**src/hw/rtl/kvt_pkg.sv**
```systemverilog
// Shared types, codes and constants of the key/value line tokenizer.
package kvt_pkg;

  localparam int LEXEME_LIMIT = 255;
  localparam int MAX_TOKENS   = 256;
  localparam int MAX_RESULTS  = 4;
  localparam int QUEUE_DEPTH  = 2;

  localparam logic [7:0] CH_CR    = 8'h0D;
  localparam logic [7:0] CH_LF    = 8'h0A;
  localparam logic [7:0] CH_SPACE = 8'h20;
  localparam logic [7:0] CH_QUOTE = 8'h22;
  localparam logic [7:0] CH_EQ    = 8'h3D;
  localparam logic [7:0] CH_COMMA = 8'h2C;
  localparam logic [7:0] CH_MINUS = 8'h2D;

  typedef enum logic [2:0] {
    ST_START  = 3'd0,
    ST_NUM    = 3'd1,
    ST_OSTR_E = 3'd2,
    ST_OSTR   = 3'd3,
    ST_STR    = 3'd4,
    ST_EQ     = 3'd5,
    ST_ID     = 3'd6,
    ST_COMMA  = 3'd7
  } lex_state_t;

  typedef enum logic [1:0] {
    EV_LEX    = 2'd0,
    EV_TOKEN  = 2'd1,
    EV_ACCEPT = 2'd2,
    EV_REJECT = 2'd3
  } ev_t;

  typedef enum logic [2:0] {
    TOK_ID    = 3'd0,
    TOK_NUM   = 3'd1,
    TOK_STR   = 3'd2,
    TOK_EQ    = 3'd3,
    TOK_COMMA = 3'd4
  } tok_t;

  typedef enum logic [1:0] {
    ERR_UNEXPECTED = 2'd0,
    ERR_TOO_LONG   = 2'd1,
    ERR_NOT_ACCEPT = 2'd2
  } err_t;

  typedef struct packed {
    logic [7:0] ch;
    logic       line_end;
  } in_item_t;

  typedef struct packed {
    logic [1:0] event_res;
    logic [7:0] lex_byte;
    logic [2:0] token_type;
    logic [7:0] token_length;
    logic [8:0] token_total;
    logic [1:0] error_code;
    logic       last;
  } out_item_t;

  // All results caused by one byte, in order.
  typedef struct packed {
    logic [2:0]                        cnt;
    out_item_t [MAX_RESULTS-1:0]       res;
  } cmd_t;

  typedef struct packed {
    logic ok;
    lex_state_t st;
  } step_t;

endpackage

```
**src/hw/rtl/key_value_line_tokenizer.sv**
```systemverilog
// Key/value line tokenizer: one byte per cycle into the lexer; each result leaves
// on its own cycle. A byte is taken every cycle while the two-entry result queue
// has room; the output drains one item per cycle while out_ready is high, so the
// results of a byte (up to four) hold it until all are taken, and the front runs
// ahead by at most two such bytes. Bytes that cause no result (a space between
// tokens, or bytes skipped after a verdict) wait only on the queue's full flag.
module key_value_line_tokenizer import kvt_pkg::*; (
  input  logic      clk,
  input  logic      rst_n,
  input  logic      in_valid,
  output logic      in_ready,
  input  in_item_t  in_data,
  output logic      out_valid,
  input  logic      out_ready,
  output out_item_t out_data
);

  logic q_push, q_not_full, q_pop, q_not_empty;
  cmd_t q_wdata, q_head;

  kvt_front u_front (
    .clk      (clk),
    .rst_n    (rst_n),
    .in_valid (in_valid),
    .in_ready (in_ready),
    .in_data  (in_data),
    .q_ready  (q_not_full),
    .q_push   (q_push),
    .q_data   (q_wdata)
  );

  kvt_queue u_queue (
    .clk       (clk),
    .rst_n     (rst_n),
    .push      (q_push),
    .push_data (q_wdata),
    .not_full  (q_not_full),
    .pop       (q_pop),
    .not_empty (q_not_empty),
    .head      (q_head)
  );

  kvt_back u_back (
    .clk       (clk),
    .rst_n     (rst_n),
    .q_valid   (q_not_empty),
    .q_head    (q_head),
    .q_pop     (q_pop),
    .out_valid (out_valid),
    .out_ready (out_ready),
    .out_data  (out_data)
  );

endmodule

```
**src/hw/rtl/kvt_front.sv**
```systemverilog
// Front stage: DFA lexer step per byte, builds the result list for the back stage.
module kvt_front import kvt_pkg::*; (
  input  logic     clk,
  input  logic     rst_n,
  input  logic     in_valid,
  output logic     in_ready,
  input  in_item_t in_data,
  input  logic     q_ready,
  output logic     q_push,
  output cmd_t     q_data
);

  function automatic logic is_letter(logic [7:0] c);
    return (c >= 8'h61 && c <= 8'h7A) || (c >= 8'h41 && c <= 8'h5A);
  endfunction

  function automatic logic is_digit(logic [7:0] c);
    return c >= 8'h30 && c <= 8'h39;
  endfunction

  function automatic step_t lex_step(lex_state_t s, logic [7:0] c);
    step_t r;
    r.ok = 1'b0;
    r.st = ST_START;
    unique case (s) inside
      ST_START: begin
        if (is_digit(c) || c == CH_MINUS) begin
          r = '{ok: 1'b1, st: ST_NUM};
        end else if (is_letter(c)) begin
          r = '{ok: 1'b1, st: ST_ID};
        end else if (c == CH_QUOTE) begin
          r = '{ok: 1'b1, st: ST_OSTR_E};
        end else if (c == CH_EQ) begin
          r = '{ok: 1'b1, st: ST_EQ};
        end else if (c == CH_COMMA) begin
          r = '{ok: 1'b1, st: ST_COMMA};
        end
      end
      ST_ID: begin
        if (is_letter(c)) r = '{ok: 1'b1, st: ST_ID};
      end
      ST_NUM: begin
        if (is_digit(c)) r = '{ok: 1'b1, st: ST_NUM};
      end
      ST_OSTR_E, ST_OSTR: begin
        r = '{ok: 1'b1, st: (c == CH_QUOTE) ? ST_STR : ST_OSTR};
      end
      default: r.ok = 1'b0;
    endcase
    return r;
  endfunction

  function automatic logic is_accepting(lex_state_t s);
    return s == ST_NUM || s == ST_STR || s == ST_EQ || s == ST_ID || s == ST_COMMA;
  endfunction

  function automatic tok_t type_of(lex_state_t s);
    tok_t t;
    unique case (s)
      ST_ID:   t = TOK_ID;
      ST_NUM:  t = TOK_NUM;
      ST_STR:  t = TOK_STR;
      ST_EQ:   t = TOK_EQ;
      default: t = TOK_COMMA;
    endcase
    return t;
  endfunction

  lex_state_t state_r, state_nxt;
  logic [7:0] lcnt_r, lcnt_nxt;
  logic [8:0] tcnt_r, tcnt_nxt;
  logic       skip_r, skip_nxt;

  cmd_t       plan;
  step_t      t;
  logic       verdict;
  logic       is_eol;
  logic       fire;
  logic [7:0] c;
  logic       eol_mark;

  assign c        = in_data.ch;
  assign eol_mark = in_data.line_end;
  assign is_eol   = (c == CH_CR) || (c == CH_LF);

  // Next state and result list.
  always_comb begin
    state_nxt = state_r;
    lcnt_nxt  = lcnt_r;
    tcnt_nxt  = tcnt_r;
    skip_nxt  = skip_r;
    plan      = '0;
    verdict   = 1'b0;
    t         = '0;
    if (skip_r) begin
      if (eol_mark) begin
        skip_nxt  = 1'b0;
        state_nxt = ST_START;
        lcnt_nxt  = '0;
        tcnt_nxt  = '0;
      end
    end else begin
      if (!is_eol) begin
        t = lex_step(state_nxt, c);
        if (!t.ok && state_nxt != ST_START) begin
          plan.res[plan.cnt[1:0]].event_res    = EV_TOKEN;
          plan.res[plan.cnt[1:0]].token_type   = type_of(state_nxt);
          plan.res[plan.cnt[1:0]].token_length = lcnt_nxt;
          plan.cnt = plan.cnt + 3'd1;
          if (tcnt_nxt < 9'(MAX_TOKENS)) tcnt_nxt = tcnt_nxt + 9'd1;
          state_nxt = ST_START;
          lcnt_nxt  = '0;
          t = lex_step(ST_START, c);
        end
        if (!t.ok) begin
          if (c != CH_SPACE) begin
            plan.res[plan.cnt[1:0]].event_res  = EV_REJECT;
            plan.res[plan.cnt[1:0]].error_code = ERR_UNEXPECTED;
            plan.cnt  = plan.cnt + 3'd1;
            state_nxt = ST_START;
            lcnt_nxt  = '0;
            tcnt_nxt  = '0;
            verdict   = 1'b1;
          end
        end else if (lcnt_nxt >= 8'(LEXEME_LIMIT)) begin
          plan.res[plan.cnt[1:0]].event_res  = EV_REJECT;
          plan.res[plan.cnt[1:0]].error_code = ERR_TOO_LONG;
          plan.cnt  = plan.cnt + 3'd1;
          state_nxt = ST_START;
          lcnt_nxt  = '0;
          tcnt_nxt  = '0;
          verdict   = 1'b1;
        end else begin
          if (t.st != ST_OSTR_E && t.st != ST_STR) begin
            plan.res[plan.cnt[1:0]].event_res = EV_LEX;
            plan.res[plan.cnt[1:0]].lex_byte  = c;
            plan.cnt = plan.cnt + 3'd1;
            lcnt_nxt = lcnt_nxt + 8'd1;
          end
          state_nxt = t.st;
        end
      end
      if (is_eol || (eol_mark && !verdict)) begin
        if (is_accepting(state_nxt)) begin
          plan.res[plan.cnt[1:0]].event_res    = EV_TOKEN;
          plan.res[plan.cnt[1:0]].token_type   = type_of(state_nxt);
          plan.res[plan.cnt[1:0]].token_length = lcnt_nxt;
          plan.cnt = plan.cnt + 3'd1;
          if (tcnt_nxt < 9'(MAX_TOKENS)) tcnt_nxt = tcnt_nxt + 9'd1;
          plan.res[plan.cnt[1:0]].event_res   = EV_ACCEPT;
          plan.res[plan.cnt[1:0]].token_total = tcnt_nxt;
          plan.cnt = plan.cnt + 3'd1;
        end else begin
          plan.res[plan.cnt[1:0]].event_res  = EV_REJECT;
          plan.res[plan.cnt[1:0]].error_code = ERR_NOT_ACCEPT;
          plan.cnt = plan.cnt + 3'd1;
        end
        state_nxt = ST_START;
        lcnt_nxt  = '0;
        tcnt_nxt  = '0;
        verdict   = 1'b1;
      end
      if (verdict && !eol_mark) skip_nxt = 1'b1;
      if (plan.cnt != 3'd0) plan.res[2'(plan.cnt - 3'd1)].last = 1'b1;
    end
  end

  // Outputs.
  always_comb begin
    in_ready = q_ready;
    fire     = in_valid && q_ready;
    q_push   = fire && (plan.cnt != 3'd0);
    q_data   = plan;
  end

  always_ff @(posedge clk) begin
    if (!rst_n) begin
      state_r <= ST_START;
      lcnt_r  <= '0;
      tcnt_r  <= '0;
      skip_r  <= 1'b0;
    end else if (fire) begin
      state_r <= state_nxt;
      lcnt_r  <= lcnt_nxt;
      tcnt_r  <= tcnt_nxt;
      skip_r  <= skip_nxt;
    end
  end

endmodule

```
**src/hw/rtl/kvt_queue.sv**
```systemverilog
// Short register queue of per-byte result lists between front and back.
module kvt_queue import kvt_pkg::*; (
  input  logic clk,
  input  logic rst_n,
  input  logic push,
  input  cmd_t push_data,
  output logic not_full,
  input  logic pop,
  output logic not_empty,
  output cmd_t head
);

  localparam int PW = (QUEUE_DEPTH > 1) ? $clog2(QUEUE_DEPTH) : 1;
  localparam int CW = $clog2(QUEUE_DEPTH + 1);

  cmd_t          mem_r [QUEUE_DEPTH];
  logic [PW-1:0] wp_r, rp_r;
  logic [CW-1:0] cnt_r;
  logic          do_pop;

  assign not_full  = cnt_r != CW'(QUEUE_DEPTH);
  assign not_empty = cnt_r != '0;
  assign do_pop    = pop && not_empty;
  assign head      = mem_r[rp_r];

  function automatic logic [PW-1:0] ptr_inc(logic [PW-1:0] p);
    return (p == PW'(QUEUE_DEPTH - 1)) ? '0 : p + PW'(1);
  endfunction

  always_ff @(posedge clk) begin
    if (push) mem_r[wp_r] <= push_data;
  end

  always_ff @(posedge clk) begin
    if (!rst_n) begin
      wp_r  <= '0;
      rp_r  <= '0;
      cnt_r <= '0;
    end else begin
      if (push) wp_r <= ptr_inc(wp_r);
      if (do_pop) rp_r <= ptr_inc(rp_r);
      if (push && !do_pop) cnt_r <= cnt_r + CW'(1);
      else if (do_pop && !push) cnt_r <= cnt_r - CW'(1);
    end
  end

endmodule

```
**src/hw/rtl/kvt_back.sv**
```systemverilog
// Back stage: emits queued results, one per cycle while out_ready is high.
module kvt_back import kvt_pkg::*; (
  input  logic      clk,
  input  logic      rst_n,
  input  logic      q_valid,
  input  cmd_t      q_head,
  output logic      q_pop,
  output logic      out_valid,
  input  logic      out_ready,
  output out_item_t out_data
);

  logic [1:0] idx_r, idx_nxt;
  logic       take;
  logic       at_end;

  assign out_valid = q_valid;
  assign out_data  = q_head.res[idx_r];
  assign take      = q_valid && out_ready;
  assign at_end    = ({1'b0, idx_r} + 3'd1) == q_head.cnt;
  assign q_pop     = take && at_end;

  always_comb begin
    idx_nxt = idx_r;
    if (take) idx_nxt = at_end ? 2'd0 : idx_r + 2'd1;
  end

  always_ff @(posedge clk) begin
    if (!rst_n) idx_r <= '0;
    else        idx_r <= idx_nxt;
  end

endmodule

```
**config.mk**
```make
export PLATFORM = sky130hd
export DESIGN_NAME = key_value_line_tokenizer
export DESIGN_NICKNAME = d
export VERILOG_FILES = /design/src/hw/rtl/kvt_pkg.sv /design/src/hw/rtl/key_value_line_tokenizer.sv /design/src/hw/rtl/kvt_front.sv /design/src/hw/rtl/kvt_queue.sv /design/src/hw/rtl/kvt_back.sv
export SDC_FILE = /design/constraint.sdc
export NUM_CORES = 1
export LEC_CHECK = 0
export BUFFER_PORTS_ARGS = -buffer_cell sky130_fd_sc_hd__buf_2
export CAP_MARGIN = 10
export CORE_UTILIZATION = 52
export CTS_CLUSTER_DIAMETER = 80
export DETAILED_ROUTE_END_ITERATION = 7
export PLACE_DENSITY = 0.69
export SYNTH_ARGS = -nofsm -noshare
export SYNTH_HDL_FRONTEND = slang
export SYNTH_SLANG_ARGS = --single-unit
```
**constraint.sdc**
```tcl
create_clock -name clk -period 12.8 [get_ports clk]
set_clock_uncertainty 0.2 [all_clocks]
set_input_delay 0.64 -clock clk [delete_from_list [all_inputs] [get_ports clk]]
set_output_delay 0.64 -clock clk [all_outputs]
set_load 0.03 [all_outputs]
```
==> flow_metrics.tcl <==
set metrics [dict create \
    status "finished clean" \
    fmax_mhz 143 \
    dieWidth_microns 155 \
    drive_gt1_frac 0.220 \
    synth_enable_flop_cells 234 \
    area_delta_synth_final_pct 11.2 \
    wire_per_inst_microns 20.1 \
    cts_tree "yes" \
    synthesis.area_per_instance_sq_um 14.1 \
    net_switching_component_of_the_power_uw 697 \
    num_vias 7315 \
    antenna_cells 0 \
    power_report.internal_total_mw 1.70 \
    syn-cell-area_sq_um 12200 \
    grt_util_all_layers 0.210 \
    postCtsSetupBuffers 0 \
    synth-seq-cells 262 \
    max_cap_violations 0 \
    drtAntennaViolNets 0 \
    grt_first_pass_wirelength_mm 38.9 \
    final_worst_hold_slack_ns 0.209 \
    firstDrtPassIters 5 \
    path_clk_slew_ns 0.06 \
    setup_repair_after_global_routing_missed_its_margin "no" \
    slew-limit-headroom 0.278 \
    final_core_density 0.593 \
    postLayoutCellArea_sq_um 13500 \
    clk_path_buf_depth 3 \
    holdBufCountCts 0 \
    via_cell_ratio 5.92 \
    i_o_pins 48 \
    p_sw_frac 0.291 \
    worst-slew-pin-transition_ns 1.08 \
    synth_ff_type "edfxtp_1" \
    async_reset_ff_frac 0 \
    synth.yosys.warnings 0 \
    period_minus_slack_ns 7.01 \
    power_frac_comb 0.241 \
    largest_fanout_of_any_net_on_the_critical_path 71 \
    layout.filler_cells 1788 \
    sequential_cell_area_fraction_in_the_yosys_report 0.624 \
    power.ir.vdd_worst_mv 0.143 \
    floorplan.initialDensity 0.534 \
    port_buffers 47 \
    die_area_sq_um 24000 \
    finalHoldViolations 0 \
    setup_violations 0 \
    yosysUniqueCellTypes 74 \
    drt-total-wl_mm 24.8 \
    clk-insertion-delay-late_ns 0.54 \
    reg2reg_slack_ns 5.79 \
    total_leakage_power_nw 4.53 \
    worst-endpoint-arrival_ns 6.97 \
    grt_max_degree 72 \
    seq_power_share 0.458 \
    num-nets-final 931 \
    drt_iter0_markers 652 \
    critical_path.startpoint_type "flip-flop" \
    clkSinkCount 262 \
    grt_pass1_vias 7020 \
    globalplace.congestion 0.886 \
    worst_setup_path_end_kind "flip-flop" \
    globalRouteOverflowTotal 0 \
    hpwlAfterDp_mm 15.9 \
    timing.setup.critical_path_class "flip-flop to flip-flop" \
    core.rowCount 55 \
    core_sq_um 22800 \
    syn_inst 862 \
    fin_crit_sh 0.547 \
    post-route-drc-count 0 \
    tns_ns 0 \
    critical_path_required_ns 12.76 \
    final-max-slew-violation-count 0 \
    cts_inserted_buffers 27 \
    post_dp_cell_area_sq_um 12700 \
    clock_root_buffer "clkbuf_16" \
    die_height_microns 155 \
    antenna_found_initial 0 \
    cts.repair.resized 0 \
    htreeDepth 1 \
    hold_path_class "primary input to flip-flop" \
    power_density_cells_nw_per_um2 177 \
    clkPwrFrac 0.300 \
]
## power groups by stage
stage          sequential [mW]  combinational (mW)  clock [mW]
6_report                  1.10               0.579       0.720
4_1_cts                   1.10               0.588       0.734
5_1_grt                   1.11               0.622       0.762
3_5_place_dp              1.12               0.585           0
2_1_floorplan             1.12               0.449           0
3_3_place_gp              1.11               0.585           0
## cell usage in the layout (no fill, tap or decap), types with 6 or more instances in the layout
| master | netlist | layout |
|---|---|---|
| and3_1 | 11 | 11 |
| nor3_1 | 11 | 11 |
| clkbuf_1 | 34 | 7 |
| a21oi_1 | 30 | 30 |
| ha_1 | 14 | 14 |
| nand3_1 | 16 | 16 |
| a2bb2oi_1 | 6 | 6 |
| nand2_1 | 43 | 43 |
| mux4_2 | 57 | 57 |
| and2_1 | 21 | 21 |
| nor2b_1 | 14 | 14 |
| o21ai_0 | 36 | 35 |
| edfxtp_1 | 234 | 234 |
| buf_2 | 4 | 47 |
| nor2_1 | 125 | 123 |
| buf_4 | 0 | 8 |
| clkbuf_16 | 0 | 27 |
| mux2_2 | 25 | 25 |
| mux2i_1 | 8 | 8 |
| xnor2_1 | 11 | 11 |
| a22oi_1 | 15 | 15 |
| nor4_1 | 6 | 6 |
| dfxtp_1 | 28 | 25 |
| xor2_1 | 11 | 11 |
| inv_1 | 13 | 13 |
## per-layer routing
| metal | routed length (microns) | global-route usage | up-vias |
|---|---|---|---|
| met4 | 412 | 0.0462 | 0 |
| li1 | - | - | 3397 |
| met5 | 0 | 0 | - |
| met2 | 11600 | 0.335 | 220 |
| met3 | 1300 | 0.0318 | 30 |
| met1 | 11400 | 0.308 | 3668 |
## synth_stat cells (13+ instances only)
master / n / area [sq um]
nand3_1: 16 / 80.1
mux4_2: 57 / 1280
dfxtp_1: 28 / 561
nor2b_1: 14 / 87.6
inv_1: 13 / 48.8
clkbuf_1: 34 / 128
nor2_1: 125 / 469
nand2_1: 43 / 161
and2_1: 21 / 131
edfxtp_1: 234 / 7030
a21oi_1: 30 / 150
o21ai_0: 36 / 180
ha_1: 14 / 175
a22oi_1: 15 / 113
mux2_2: 25 / 282
## through the flow
stage	worst slack, ns	power (mW)	std cells
global route	5.34	2.49	1235
CTS	5.80	2.42	1235
detailed placement	5.41	1.70	1188
finish	5.79	2.40	1235
global placement	5.51	1.70	1188
floorplan	2.76	1.57	865
## registers in the layout, summed over array words and instances, names as in the netlist, named ones only
signal / cells
u_back.idx_r: 2
u_front.lcnt_r: 8
u_front.skip_r: 1
u_front.state_r: 3
u_front.tcnt_r: 9
u_queue.cnt_r: 2
u_queue.mem_r: 234
u_queue.rp_r: 1
u_queue.wp_r: 1
## layout make-up
class                      instances  area, sq um  share of cell area
inverter                          15         58.8             0.00435
timing repair buffer              55          295              0.0218
clock buffer                      34          702              0.0519
tap                              313          392              0.0290
clock inverter                    13          113             0.00833
multi-input combinational        543         4360               0.323
sequential                       262         7590               0.562
## worst max-delay path, cell delays in order (launching register included)
cell and delay [ns]:
dfxtp_1 0.51, nor2b_1 0.29, o2111ai_2 0.20, o21bai_2 0.59, and2_1 0.29, ha_1 0.21
nand4_1 0.35, o22ai_1 0.70, o221ai_2 0.30, ha_1 0.35, nor3b_2 0.18, a2111oi_4 0.44
o31ai_4 0.18, nor2_4 0.52, buf_4 0.46, buf_4 0.78
## worst paths after layout
check	from	end	cells past startpoint
worst max-delay path	u_front.state_r[2]	u_queue.mem_r[1][102]	15
worst max register to register	u_front.state_r[2]	u_queue.mem_r[1][102]	15
worst min register to register	u_queue.cnt_r[1]	u_queue.cnt_r[1]	2
worst min-delay path	rst_n	u_front.lcnt_r[3]	2
## kinds of logic (layout without fill, tap and decap cells)
family,after synthesis,count (layout),synth area share
AOI/OAI and AO/OA,133,133,0.0798
xor gates and xnor gates,22,22,0.0158
adders and majority gates,14,14,0.0144
buffers and inverters,60,117,0.0198
DFF,262,262,0.624
muxes,90,90,0.135
other,1,4,0.000308
and+or+nand+nor,280,280,0.111
Power figures use the tool's default switching activity.
